==> config.mk <==
export PLATFORM = sky130hd
export DESIGN_NAME = srs_ctrl
export DESIGN_NICKNAME = d
export VERILOG_FILES = /design/src/sv/srs_pkg.sv /design/src/sv/srs_ctrl.sv
export VERILOG_INCLUDE_DIRS = /design/src /design/src/sv
export SDC_FILE = /design/constraint.sdc
export NUM_CORES = 1
export LEC_CHECK = 0
export CORE_MARGIN = 1
export CORE_UTILIZATION = 60
export CTS_CLUSTER_SIZE = 16
export DETAILED_ROUTE_END_ITERATION = 8
export DONT_BUFFER_PORTS = 1
export PLACE_DENSITY = 0.83
export SLEW_MARGIN = 20
export SYNTH_ARGS = -nofsm -noshare
export SYNTH_HDL_FRONTEND = slang
export SYNTH_SLANG_ARGS = --single-unit
export TNS_END_PERCENT = 10
==> constraint.sdc <==
create_clock -name clk_i -period 2 [get_ports clk_i]
set_input_delay 0.3 -clock clk_i [delete_from_list [all_inputs] [get_ports clk_i]]
set_output_delay 0.3 -clock clk_i [all_outputs]
set_load 0.02 [all_outputs]
==> src/sv/sandpile_relax_irregular_marked_sink_defines.svh <==
// Assertion macros used by the sandpile relaxation controller.
`ifndef SANDPILE_RELAX_IRREGULAR_MARKED_SINK_DEFINES_SVH
`define SANDPILE_RELAX_IRREGULAR_MARKED_SINK_DEFINES_SVH

// Implication check, disabled while in reset.
`define SRS_ASSERT_IMP(label, clk, rstn, ante, cons, msg) \
  label: assert property (@(posedge clk) disable iff (!rstn) (ante) |-> (cons)) \
    else $error(msg);

// Next-cycle implication check, disabled while in reset.
`define SRS_ASSERT_NXT(label, clk, rstn, ante, cons, msg) \
  label: assert property (@(posedge clk) disable iff (!rstn) (ante) |=> (cons)) \
    else $error(msg);

`endif

==> src/sv/srs_pkg.sv <==
// Package: types, constants and codes for the sandpile relaxation block.
`timescale 1ns / 1ps
package srs_pkg;

  localparam int unsigned MaxRowsDef    = 32;
  localparam int unsigned MaxColsDef    = 32;
  localparam int unsigned HeightBitsDef = 32;

  localparam logic [1:0] KindWrite = 2'd0;
  localparam logic [1:0] KindRelax = 2'd1;
  localparam logic [1:0] KindRead  = 2'd2;

  localparam logic [1:0] CfgRows  = 2'd0;
  localparam logic [1:0] CfgCols  = 2'd1;
  localparam logic [1:0] CfgLimit = 2'd2;

  localparam logic [5:0]  RowsReset  = 6'd32;
  localparam logic [5:0]  ColsReset  = 6'd32;
  localparam logic [19:0] LimitReset = 20'd65535;

  // direction mask bits
  localparam int unsigned DirRight = 0;
  localparam int unsigned DirLeft  = 1;
  localparam int unsigned DirDown  = 2;
  localparam int unsigned DirUp    = 3;
  localparam int unsigned DirDnRt  = 4;
  localparam int unsigned DirUpLt  = 5;
  localparam int unsigned NumDirs  = 6;

  typedef struct packed {
    logic [1:0]  kind;
    logic [4:0]  row;
    logic [4:0]  col;
    logic [31:0] height;
    logic [5:0]  degree;
    logic [5:0]  directions;
    logic        sink_flag;
  } in_word_t;

  typedef struct packed {
    logic [31:0] cell_height;
    logic [19:0] sweeps_done;
    logic        not_stable;
    logic        overflow;
  } out_word_t;

  // attribute word: sink, degree, mask
  typedef struct packed {
    logic       sink;
    logic [5:0] degree;
    logic [5:0] dirs;
  } attr_t;

  // controller -> datapath commands
  typedef struct packed {
    logic cap_item;     // latch input word
    logic do_write;     // write cell from latched word
    logic rd_issue;     // read address = latched cell
    logic sw_start;     // start a new sweep at (1,1)
    logic cell_rd;      // read current scan cell
    logic div_start;    // start divider on read cell
    logic nb_rd;        // read neighbor (dir in dp)
    logic nb_wr;        // write neighbor with added pile
    logic self_wr;      // write remainder to current cell
    logic scan_next;    // step interior scan
    logic zr_start;     // start zeroing pass at (0,0)
    logic zr_rd;        // read attr at zero pointer
    logic zr_wr;        // zero cell if needed, step
    logic res_relax;    // build relax result
    logic res_other;    // build write/read result
  } cmd_t;

  typedef struct packed {
    logic       topple;      // read cell topples
    logic       div_done;
    logic       nb_first;    // toppling cell feeds at least one neighbor
    logic       nb_any;      // another selected direction remains
    logic       scan_last;   // scan pointer at last interior cell
    logic       no_interior;
    logic       no_cells;    // grid in use is empty
    logic       zr_last;
    logic       sweep_more;  // changed and below limit
  } sts_t;

endpackage

==> src/sv/srs_ctrl.sv <==
// Controller: sequences write, read and relax items over the datapath.
`timescale 1ns / 1ps
`include "sandpile_relax_irregular_marked_sink_defines.svh"
module srs_ctrl import srs_pkg::*; (
  input  logic     clk_i,
  input  logic     rst_ni,
  input  logic     in_valid,
  output logic     in_stall,
  input  logic [1:0] in_kind_i,
  output logic     out_valid,
  input  logic     out_stall,
  input  sts_t     sts_i,
  output cmd_t     cmd_o
);
  localparam logic [3:0] StIdle   = 4'd0;
  localparam logic [3:0] StExec   = 4'd1;
  localparam logic [3:0] StRdWait = 4'd2;
  localparam logic [3:0] StSweep  = 4'd3;
  localparam logic [3:0] StCellRd = 4'd4;
  localparam logic [3:0] StCellEv = 4'd5;
  localparam logic [3:0] StDiv    = 4'd6;
  localparam logic [3:0] StNbRd   = 4'd7;
  localparam logic [3:0] StNbWr   = 4'd8;
  localparam logic [3:0] StSelfWr = 4'd9;
  localparam logic [3:0] StNext   = 4'd10;
  localparam logic [3:0] StZrRd   = 4'd11;
  localparam logic [3:0] StZrWr   = 4'd12;
  localparam logic [3:0] StDone   = 4'd13;

  logic [3:0] state_q, state_d;
  logic [1:0] kind_q;
  logic       ovld_q, ovld_d;
  logic       accept;
  // first direction valid: captured when division starts
  logic       dir_valid_q;

  // a held result only blocks the block once the next result is ready
  assign in_stall  = (state_q != StIdle);
  assign accept    = in_valid && !in_stall;
  assign out_valid = ovld_q;

  always_comb begin
    state_d = state_q;
    cmd_o   = '0;
    ovld_d  = ovld_q && out_stall;
    unique case (state_q)
      StIdle: begin
        if (accept) begin
          cmd_o.cap_item = 1'b1;
          state_d = StExec;
        end
      end
      StExec: begin
        if (kind_q == KindWrite) begin
          cmd_o.do_write  = 1'b1;
          state_d = StDone;
        end else if (kind_q == KindRelax) begin
          state_d = StSweep;
        end else begin
          cmd_o.rd_issue = 1'b1;
          state_d = StRdWait;
        end
      end
      StRdWait: begin
        // keep the read data on the item cell until the result is built
        cmd_o.rd_issue = 1'b1;
        state_d = StDone;
      end
      StSweep: begin
        cmd_o.sw_start = 1'b1;
        state_d = sts_i.no_interior ? StNext : StCellRd;
      end
      StCellRd: begin
        cmd_o.cell_rd = 1'b1;
        state_d = StCellEv;
      end
      StCellEv: begin
        if (sts_i.topple) begin
          cmd_o.div_start = 1'b1;
          state_d = StDiv;
        end else begin
          state_d = StNext;
        end
      end
      StDiv: begin
        if (sts_i.div_done) state_d = StSelfWr;
      end
      StSelfWr: begin
        // remainder first: neighbors never alias the cell itself
        cmd_o.self_wr = 1'b1;
        state_d = dir_valid_q ? StNbRd : StNext;
      end
      StNbRd: begin
        cmd_o.nb_rd = 1'b1;
        state_d = StNbWr;
      end
      StNbWr: begin
        cmd_o.nb_wr = 1'b1;
        state_d = sts_i.nb_any ? StNbRd : StNext;
      end
      StNext: begin
        if (sts_i.no_interior || sts_i.scan_last) begin
          if (sts_i.sweep_more) begin
            state_d = StSweep;
          end else if (sts_i.no_cells) begin
            state_d = StDone;
          end else begin
            cmd_o.zr_start = 1'b1;
            state_d = StZrRd;
          end
        end else begin
          cmd_o.scan_next = 1'b1;
          state_d = StCellRd;
        end
      end
      StZrRd: begin
        cmd_o.zr_rd = 1'b1;
        state_d = StZrWr;
      end
      StZrWr: begin
        cmd_o.zr_wr = 1'b1;
        state_d = sts_i.zr_last ? StDone : StZrRd;
      end
      StDone: begin
        cmd_o.rd_issue = 1'b1;
        if (!(ovld_q && out_stall)) begin
          if (kind_q == KindRelax) cmd_o.res_relax = 1'b1;
          else cmd_o.res_other = 1'b1;
          ovld_d  = 1'b1;
          state_d = StIdle;
        end
      end
      default: state_d = StIdle;
    endcase
  end

  always_ff @(posedge clk_i or negedge rst_ni) begin
    if (!rst_ni) begin
      state_q     <= StIdle;
      ovld_q      <= 1'b0;
      kind_q      <= KindWrite;
      dir_valid_q <= 1'b0;
    end else begin
      state_q <= state_d;
      ovld_q  <= ovld_d;
      if (accept) kind_q <= in_kind_i;
      if (cmd_o.div_start) dir_valid_q <= sts_i.nb_first;
    end
  end

  `SRS_ASSERT_IMP(a_busy_stalls, clk_i, rst_ni, state_q != StIdle, in_stall, "busy but not stalling")
  `SRS_ASSERT_NXT(a_accept_exec, clk_i, rst_ni, accept, state_q == StExec, "accept lost")
  `SRS_ASSERT_IMP(a_one_wr, clk_i, rst_ni, cmd_o.nb_wr, !cmd_o.self_wr && !cmd_o.do_write, "double write")
endmodule

# After elaboration in Yosys (flattened, before gate mapping)
# Cells that the tools add are included.
[op_classes]
eq_ne = 17
n_mux = 39
n_reduce_logical = 9
[ops]
columns = ["operator", "n"]
rows = [
  ["$pmux 4 s14", 1],
  ["$mux 4", 10],
  ["$eq 4x4->1 const B", 6],
  ["$mux 1", 22],
  ["$eq 4x3->1 const B", 4],
  ["$eq 4x2->1 const B", 2],
  ["$mux 2", 3],
  ["$mux 3", 2],
  ["$ne 2x2->1 const B", 3],
  ["$eq 4x1->1 const B", 1],
  ["$logic_not 4->1", 1],
  ["$reduce_bool 4->1", 1],
  ["$reduce_and 3->1", 1],
  ["$eq 2x1->1 const B", 1],
  ["$logic_and 1x1->1", 2],
  ["$logic_not 2->1", 1],
  ["$pmux 1 s2", 1],
  ["$reduce_or 2->1", 1],
  ["$logic_not 1->1", 1],
  ["$logic_or 1x1->1", 1],
]
[totals]
register_bits = 8
inputBits = 15
out_inout_bits = 17
wordCells = 69

# Longest topological paths before layout
# Gate-level depths: netlist (run 1).
[logic_depth]
depth_word = 5
mapped_depth = 6

# Worst setup path before layout (run 1)
# No wires, ideal clock.
[synth_timing]
path_type = "register to output"
startpoint = "register state_q[0]"
endpoint = "output port cmd_o[1] (netlist name)"
arrival_time_ps = 1489
setup_slack_ps = 211
path_stages_with_launch = 6
cell_sequence = "dfrtp_1 > buf_4 > buf_2 > nor2b_1 > nand3_1 > nor3b_1"
[synth_rtl]
columns = ["item", "line_no", "rtl"]
rows = [
  ["from (decl)", "srs_ctrl.sv:30", "logic [3:0] state_q, state_d;"],
  ["from (signal assigned)", "srs_ctrl.sv:139", "state_q <= StIdle;"],
  ["from (signal assigned)", "srs_ctrl.sv:144", "state_q <= state_d;"],
  ["to (decl)", "srs_ctrl.sv:13", "output cmd_t cmd_o"],
]

==> results of run 1 <==
==> per-stage QoR <==
step / utilization (%) / cell area (um^2) / worst slack [ns] / hold slack (ns)
detailed placement: 70.3 / 823 / 0.204 / 0.00458
global placement: 70.3 / 823 / 0.290 / 0.00462
finish: 73.5 / 861 / 0.134 / 0.200
floorplan: - / 791 / 0.211 / 0.00441
global route: 73.5 / 861 / 0.0800 / 0.191
CTS: 73.2 / 857 / 0.00157 / 0.195
==> cells in the mapped netlist, types with 3 or more instances <==
master    instances
mux2_2            3
nand3_1           3
o21ai_0           3
nor2_1           10
nand2b_1          7
nor3_1            7
inv_1             5
a21oi_1           9
buf_4             4
nor2b_1           4
buf_2             3
dfrtp_1           8
nand2_1           4
==> cell usage in the layout, fill, tap and decap left out, types with 2 or more instances in the layout <==
master     n
a22o_1     2
dfrtp_2    4
o22ai_1    2
buf_4     10
nor2_1    10
nor4b_1    2
and2_1     2
nand3_1    3
o211ai_1   2
clkbuf_4   3
nand2_1    4
dfrtp_1    4
a21oi_1    9
a211oi_1   2
mux2_2     3
nand2b_1   7
inv_1      5
o21ai_0    3
nor3b_1    2
nor2b_1    4
nor3_1     7
==> what timing repair did <==
item,4_1_cts,5_1_grt
setup endpoints to repair,1,6
hold endpoints to repair,8,0
gates cloned,0,0
hold buffers,1,0
gates resized for setup,1,3
==> worst max path at each step <==
stage                 end  depth (start not counted)  startpoint
2_1_floorplan    cmd_o[1]                          5  state_q[0]
3_3_place_gp   state_q[2]                          4  state_q[3]
3_5_place_dp   state_q[2]                          4  state_q[1]
4_1_cts          cmd_o[4]                          3  state_q[3]
5_1_grt          cmd_o[1]                          4  state_q[3]
6_report         cmd_o[4]                          3  state_q[2]
==> worst max-delay path: stages, from the launching register on <==
cell       delay [ns]
dfrtp_2          0.52
nand4bb_1        0.32
nor4_1           0.28
buf_4            0.19
==> cell type report <==
cell class	count	area, um^2	area share (%)
inverter	5	18.8	2.18
clock buffer	3	22.5	2.62
tap	14	17.5	2.03
multi-input combinational	79	512	59.4
sequential	8	205	23.8
timing repair buffer	11	85.1	9.88
==> power by group <==
group | internal, uW | leakage, uW | switching [uW]
registers | 249 | 0.0000944 | 248
logic | 370 | 0.000219 | 424
clock network | 68.6 | 0.0000138 | 53.9
total | 688 | 0.000327 | 727
==> registers in the layout, summed over array words and instances (netlist names) <==
| register | flops |
|---|---|
| dir_valid_q | 1 |
| state_q | 4 |
| out_valid | 1 |
| kind_q | 2 |
==> cells by family (layout without fill, tap and decap cells) <==
logic type	Yosys count	after routing	synth area share [%]
mux	3	3	4.27
simple gates	48	48	36.1
flops	8	8	25.3
buf+inv	14	19	9.97
compound gates	28	28	24.4
==> layer usage <==
metal,GRT usage (%),vias to the layer above,routed length (um),part of all wire [%]
met5,0,-,0,0
met4,2.68,0,0,0
met3,7.56,0,151,8.2
met2,47.5,43,936,51
met1,40.2,352,763,41
li1,-,378,-,-
==> flow_metrics.tcl, run 1 <==
set metrics [dict create \
    start_kind "register" \
    tightest_slew_ns 0.463 \
    critPathRequiredTime_ns 1.70 \
    synth_nets 116 \
    avgRoutedWirePerCell_um 15.4 \
    max_freq_mhz 536 \
    reg2reg_slack_ns 0.33 \
    maxCapViolations 0 \
    clock-sinks 8 \
    p_leak_uw 0.000327 \
    diodes 0 \
    grtUsageTotal_pct 29.2 \
    dieHeight_um 38.3 \
    grt_pass1_wl_mm 2.94 \
    yosys.area.top_type_share_pct 25.3 \
    drtIter0Drc 30 \
    hold_viol_final 0 \
    whs_endpoint "kind_q[1]" \
    wirelength_mm 1.85 \
    grt_antenna_before_repair 0 \
    final_antenna_net_count 0 \
    num_vias 773 \
    r2r-start "state_q[1]" \
    synth-edff-count 0 \
    hpwl_mm 1.38 \
    slew_headroom_pct 69.6 \
    pin_count 32 \
    arrival_ns 1.57 \
    syn-cell-area_um2 791 \
    ys.flop_type "dfrtp_1" \
    power.density_nw_per_um2 1640 \
    first_pass_iters 4 \
    fp-row-count 12 \
    r2r_end "state_q[2]" \
    cts-buffers-inserted 3 \
    rsz0062_at_grt "no" \
    hold_depth 2 \
    drt-vias-per-instance 6.44 \
    die_w_um 38.3 \
    critPathMaxFanout 18 \
    cts_setup_buffers 0 \
    hold_path_class "in2reg" \
    die_area_um2 1470 \
    drive_above_1_share_pct 23.6 \
    end_kind "primary output" \
    ys_seq_elements 8 \
    gr-total-overflow 0 \
    syn_avg_cell_area_um2 7.83 \
    yosys.cell_types.count 37 \
    status "finished clean" \
    clkTransAtPathRegs_ns 0.06 \
    fillerInstances 89 \
    start_util_pct 67.5 \
    finalSetupViolCount 0 \
    synth.largest_area_cell "dfrtp_1" \
    synthArstFlopShare_pct 100 \
    ir_drop_mv 0.824 \
    fin_tns_setup_ns 0 \
    finalPower_uw 1410 \
    coreArea_um2 1170 \
    synth_cells 101 \
    yosys-top-cells-area "dfrtp_1 25%, a21oi_1 5.7%, nand2b_1 5.5%" \
    path_class "reg2out" \
    fin_nets 123 \
    area_delta_synth_final_pct 8.86 \
    drc 0 \
    grt_pass1_vias 662 \
    min_period_ns 1.87 \
    finalCritPeriodShare_pct 93.3 \
    skew_ns 0.00400 \
    ys_warn_count 0 \
    dpl.cell_count 116 \
    reg2reg_depth 4 \
    gp_congestion 0.913 \
    seq_area_frac_synth_pct 25.3 \
    grt_max_degree 21 \
    cts_root_buf "clkbuf_4" \
    insertion_delay_ns 0.25 \
    portBuffers 0 \
    clk_path_buf_depth 2 \
    h-tree-depth 1 \
    worstHoldStart "in_valid" \
    finalMaxSlewViolations 0 \
    layoutNonFillerInstCount 120 \
    cts_tree "done" \
]
No activity file was read; power rests on OpenSTA's default activity.
==> run 2: changes to the inputs <==
--- a/config.mk
+++ b/config.mk
@@ -7,11 +7,11 @@
 export NUM_CORES = 1
 export LEC_CHECK = 0
 export CORE_MARGIN = 1
-export CORE_UTILIZATION = 60
+export CORE_UTILIZATION = 35
 export CTS_CLUSTER_SIZE = 16
 export DETAILED_ROUTE_END_ITERATION = 8
 export DONT_BUFFER_PORTS = 1
-export PLACE_DENSITY = 0.83
+export PLACE_DENSITY = 0.56
 export SLEW_MARGIN = 20
 export SYNTH_ARGS = -nofsm -noshare
 export SYNTH_HDL_FRONTEND = slang
==> flow_metrics.tcl, run 2 (synthesis results as in run 1) <==
set metrics [dict create \
    power.density_nw_per_um2 1600 \
    drc 0 \
    regMostFlops "state_q" \
    status "finished clean" \
    gp_congestion 0.762 \
    p_leak_uw 0.000337 \
    start_util_pct 38.7 \
    largest_reg_flops 4 \
    grt_pass1_vias 734 \
    die_area_um2 2450 \
    clock-sinks 8 \
    fin_nets 125 \
    cts_root_buf "clkbuf_4" \
    max_freq_mhz 543 \
    fp-row-count 16 \
    die_w_um 49.5 \
    dpl-instance-area_um2 855 \
    arrival_ns 1.54 \
    dieHeight_um 49.5 \
    min_period_ns 1.84 \
    drtIter0Drc 15 \
    grt_antenna_before_repair 0 \
    seqPwrFrac_pct 34.8 \
    ir_drop_mv 0.723 \
    start_kind "register" \
    p_clk_share_pct 8.7 \
    h-tree-depth 1 \
    clkTransAtPathRegs_ns 0.05 \
    fin_area_um2 898 \
    layoutNonFillerInstCount 135 \
    dpl_worst_slack_ns 0.223 \
    power_frac_comb_pct 56.5 \
    critPathRequiredTime_ns 1.70 \
    top_regs "state_q: 4 flops, kind_q: 2 flops" \
    final_antenna_net_count 0 \
    clk_path_buf_depth 2 \
    grt_max_degree 20 \
    switching_share_pct 50.4 \
    avgRoutedWirePerCell_um 14.4 \
    cts_setup_buffers 0 \
    area_delta_synth_final_pct 13.6 \
    skew_ns 0.000967 \
    end_kind "primary output" \
    hpwl_mm 1.48 \
    seqCellArea_um2 205 \
    pin_count 32 \
    tightest_slew_ns 0.386 \
    p_sw_uw 725 \
    critPathMaxFanout 18 \
    path_class "reg2out" \
    first_pass_iters 4 \
    coreArea_um2 2040 \
    cts_tree "done" \
    drive_above_1_share_pct 25.9 \
    gr-total-overflow 0 \
    setup_ws_ns 0.158 \
    finalSetupViolCount 0 \
    mostFrequentLayoutCells "12 x buf_4, 10 x nor2_1, 9 x a21oi_1" \
    grtUsageTotal_pct 17.2 \
    insertion_delay_ns 0.25 \
    maxCapViolations 0 \
    wirelength_mm 1.94 \
    rsz0062_at_grt "no" \
    num_vias 768 \
    internal_power_uw 714 \
    fin_tns_setup_ns 0 \
    diodes 0 \
    cts-buffers-inserted 3 \
    finalMaxSlewViolations 0 \
    finalCritPeriodShare_pct 92.1 \
    hold_viol_final 0 \
    drt-vias-per-instance 5.69 \
    grt_pass1_wl_mm 3.27 \
    fillerInstances 216 \
    portBuffers 0 \
    dpl.cell_count 131 \
    hold_path_class "in2reg" \
    finalPower_uw 1440 \
    slew_headroom_pct 74.2 \
    final_common_cell "buf_4" \
    multi_input_area_um2 518 \
]
run 2: changes by cell type in the layout (fill, tap and decap cells not counted), sizes merged:
cell	before	now
buf	10	12
run 2: worst paths after layout:
check / start / end / slack (ns) / cells past startpoint
min reg2reg: kind_q[0] / kind_q[0] / 0.59 / 1
max in group asynchronous: rst_ni / state_q[3] / 1.30 / 1
max reg2reg: state_q[0] / state_q[2] / 0.37 / 4
max: state_q[2] / cmd_o[4] / 0.16 / 3
min in group asynchronous: rst_ni / kind_q[1] / 0.40 / 1
min: sts_i[6] / dir_valid_q / 0.19 / 1
run 2: repair_timing:
item / in CTS / in global routing
endpoints found under the setup margin: 1 / 1
hold buffers: 1 / 0
endpoints found under the hold margin: 8 / 0
resized for setup: 3 / 2
run 2: critical path: stages (launching register included):
cell	delay, ns
dfrtp_2	0.52
nand4bb_1	0.33
nor4_2	0.26
buf_4	0.18
run 2: routing by layer:
layer  up-vias  track usage [%]  wire, um
li1        383                -         -
met1       349             22.7       873
met2        32             27.5       933
met5         -                0         0
met3         4             4.63       119
met4         0             4.29        17
run 2: power groups by stage:
stage	logic (uW)	clock network (uW)	registers, uW
6_report	813	125	501
3_5_place_dp	810	0	488
5_1_grt	904	140	524
2_1_floorplan	868	0	295
4_1_cts	818	129	492
3_3_place_gp	808	0	488
run 2: area by class of cell:
type                       count  area share, %
clock buffer                   3           2.51
inverter                       5           2.09
multi-input combinational     79           57.7
sequential                     8           22.8
tap                           27           3.76
timing repair buffer          13           11.1
run 2: per-stage QoR:
| step | hold WS, ns | utilization (%) |
|---|---|---|
| final | 0.194 | 44.0 |
| after global routing | 0.178 | 44.0 |
| after CTS | 0.189 | 43.6 |
| after detailed placement | 0.00466 | 41.9 |
| after global placement | 0.00469 | 41.9 |
| after floorplan | 0.00441 | - |
==> run 3: changes to the inputs <==
--- a/config.mk
+++ b/config.mk
@@ -6,12 +6,14 @@
 export SDC_FILE = /design/constraint.sdc
 export NUM_CORES = 1
 export LEC_CHECK = 0
+export CORE_ASPECT_RATIO = 0.8
 export CORE_MARGIN = 1
 export CORE_UTILIZATION = 35
 export CTS_CLUSTER_SIZE = 16
 export DETAILED_ROUTE_END_ITERATION = 8
 export DONT_BUFFER_PORTS = 1
 export PLACE_DENSITY = 0.56
+export REMOVE_ABC_BUFFERS = 1
 export SLEW_MARGIN = 20
 export SYNTH_ARGS = -nofsm -noshare
 export SYNTH_HDL_FRONTEND = slang
==> flow_metrics.tcl, run 3 (synthesis results as in run 1) <==
set metrics [dict create \
    status "finished clean" \
    h-tree-depth 1 \
    ir_drop_mv 0.807 \
    globalRoute.busiestLayer "met2" \
    slowest_delay_ns 0.54 \
    whs_endpoint "kind_q[1]" \
    tightest_slew_ns 0.415 \
    critPathMaxFanout 20 \
    area_delta_synth_final_pct 13.4 \
    rsz0062_at_grt "yes" \
    portBuffers 0 \
    grt_pass1_vias 695 \
    r2r_end "state_q[2]" \
    wirelength_mm 2.02 \
    p_clk_share_pct 8.8 \
    hold_viol_final 0 \
    min_period_ns 1.88 \
    drive_above_1_share_pct 25.2 \
    pin_count 32 \
    drc 0 \
    fin_tns_setup_ns 0 \
    slew_headroom_pct 72.2 \
    fillerInstances 209 \
    avgRoutedWirePerCell_um 15.4 \
    arrival_ns 1.58 \
    cts-buffers-inserted 3 \
    fin_nets 124 \
    r2r-start "state_q[1]" \
    reg2reg_depth 4 \
    hpwl_mm 1.47 \
    p_leak_uw 0.000335 \
    clkTransAtPathRegs_ns 0.06 \
    met3_usage_pct 7.22 \
    met1_usage_pct 27.2 \
    reg2reg_slack_ns 0.35 \
    end_kind "primary output" \
    hold_depth 2 \
    clk_path_buf_depth 2 \
    grt_max_degree 21 \
    crit_chain "nor4b_1 > and2_1" \
    grt_pass1_wl_mm 3.33 \
    critPathRequiredTime_ns 1.70 \
    start_kind "register" \
    use_met2_pct 27.5 \
    worstHoldStart "in_valid" \
    die_area_um2 2450 \
    final_common_cell "buf_4" \
    final_antenna_net_count 0 \
    drt-vias-per-instance 6.08 \
    power_frac_comb_pct 55.8 \
    top_regs "state_q: 4 flops, kind_q: 2 flops" \
    fin_area_um2 897 \
    insertion_delay_ns 0.26 \
    die_w_um 55.1 \
    finalMaxSlewViolations 0 \
    maxCapViolations 0 \
    largest_reg_flops 4 \
    whs_ns 0.180 \
    dpl-instance-area_um2 843 \
    skew_ns 0.00554 \
    start_util_pct 39.6 \
    internal_power_uw 718 \
    switching_share_pct 51.0 \
    cts_tree "done" \
    num_vias 797 \
    fp-row-count 14 \
    gp_congestion 0.795 \
    dieHeight_um 44.5 \
    grtUsageTotal_pct 19.2 \
    path_class "reg2out" \
    regMostFlops "state_q" \
    first_pass_iters 4 \
    seqPwrFrac_pct 35.4 \
    finalCritPeriodShare_pct 94.0 \
    power.density_nw_per_um2 1630 \
    finalSetupViolCount 0 \
    grt_antenna_before_repair 0 \
    max_freq_mhz 532 \
    gr-total-overflow 0 \
    crit_slowest_cell "dfrtp_2" \
    coreArea_um2 2000 \
    diodes 0 \
    mostFrequentLayoutCells "11 x buf_4, 10 x nor2_1, 9 x a21oi_1" \
    cts_root_buf "clkbuf_4" \
    clock-sinks 8 \
    hold_path_class "in2reg" \
    cts_setup_buffers 0 \
    p_sw_uw 748 \
    drtIter0Drc 23 \
]
[run 3: changes by cell type in the layout (fill, tap and decap cells not counted)]
| cell | change |
|---|---|
| nor4_1 | +1 |
| nand4bb_1 | -1 |
| buf_4 | -1 |
| nand4bb_4 | +1 |
| nor4_2 | -1 |
[run 3: power by group through the flow]
stage / logic [uW] / clock network, uW / registers [uW]
final: 818 / 129 / 518
after global routing: 906 / 143 / 554
after CTS: 795 / 134 / 495
after detailed placement: 786 / 0 / 494
after global placement: 787 / 0 / 501
after floorplan: 627 / 0 / 433
[run 3: timing repair]
action,CTS,global route
endpoints found under the hold margin,8,0
gates resized for setup,2,3
hold buffers,1,0
pin swaps,0,0
setup endpoints to repair,3,8
[run 3: final cells by class]
cell class              count  area, um^2  area share [%]
well taps                  24        30.0            3.35
flip-flops and latches      8         205            22.9
multi-input cells          79         528            58.9
inverters                   5        18.8            2.09
clock buffers               3        22.5            2.51
repair buffers             12        92.6            10.3
[run 3: worst max-delay path by stage]
stage	startpoint	to	slack, ns
after floorplan	state_q[0]	cmd_o[4]	0.13
after global placement	state_q[0]	state_q[2]	0.25
after detailed placement	state_q[0]	state_q[2]	0.25
after CTS	state_q[3]	cmd_o[1]	0.01
after global routing	state_q[0]	cmd_o[1]	-0.009
final	state_q[1]	cmd_o[13]	0.12
[run 3: layer usage]
layer / up-vias / wire length (um)
met3: 2 / 152
li1: 383 / -
met2: 35 / 911
met5: - / 0
met4: 0 / 10
met1: 377 / 940
[run 3: critical path: cells and delay by family, from the launching register on]
family,cells,cell delay (ns)
AND/OR/NAND/NOR,2,0.78
flip-flops,1,0.54
[run 3: through the flow]
stage / power (uW) / setup WS, ns / utilization (%) / instances
after global routing: 1600 / -0.00929 / 44.9 / 131
after CTS: 1420 / 0.0135 / 44.0 / 131
after floorplan: 1060 / 0.129 / - / 92
after detailed placement: 1280 / 0.245 / 42.2 / 127
after global placement: 1290 / 0.253 / 42.2 / 127
final: 1470 / 0.121 / 44.9 / 131
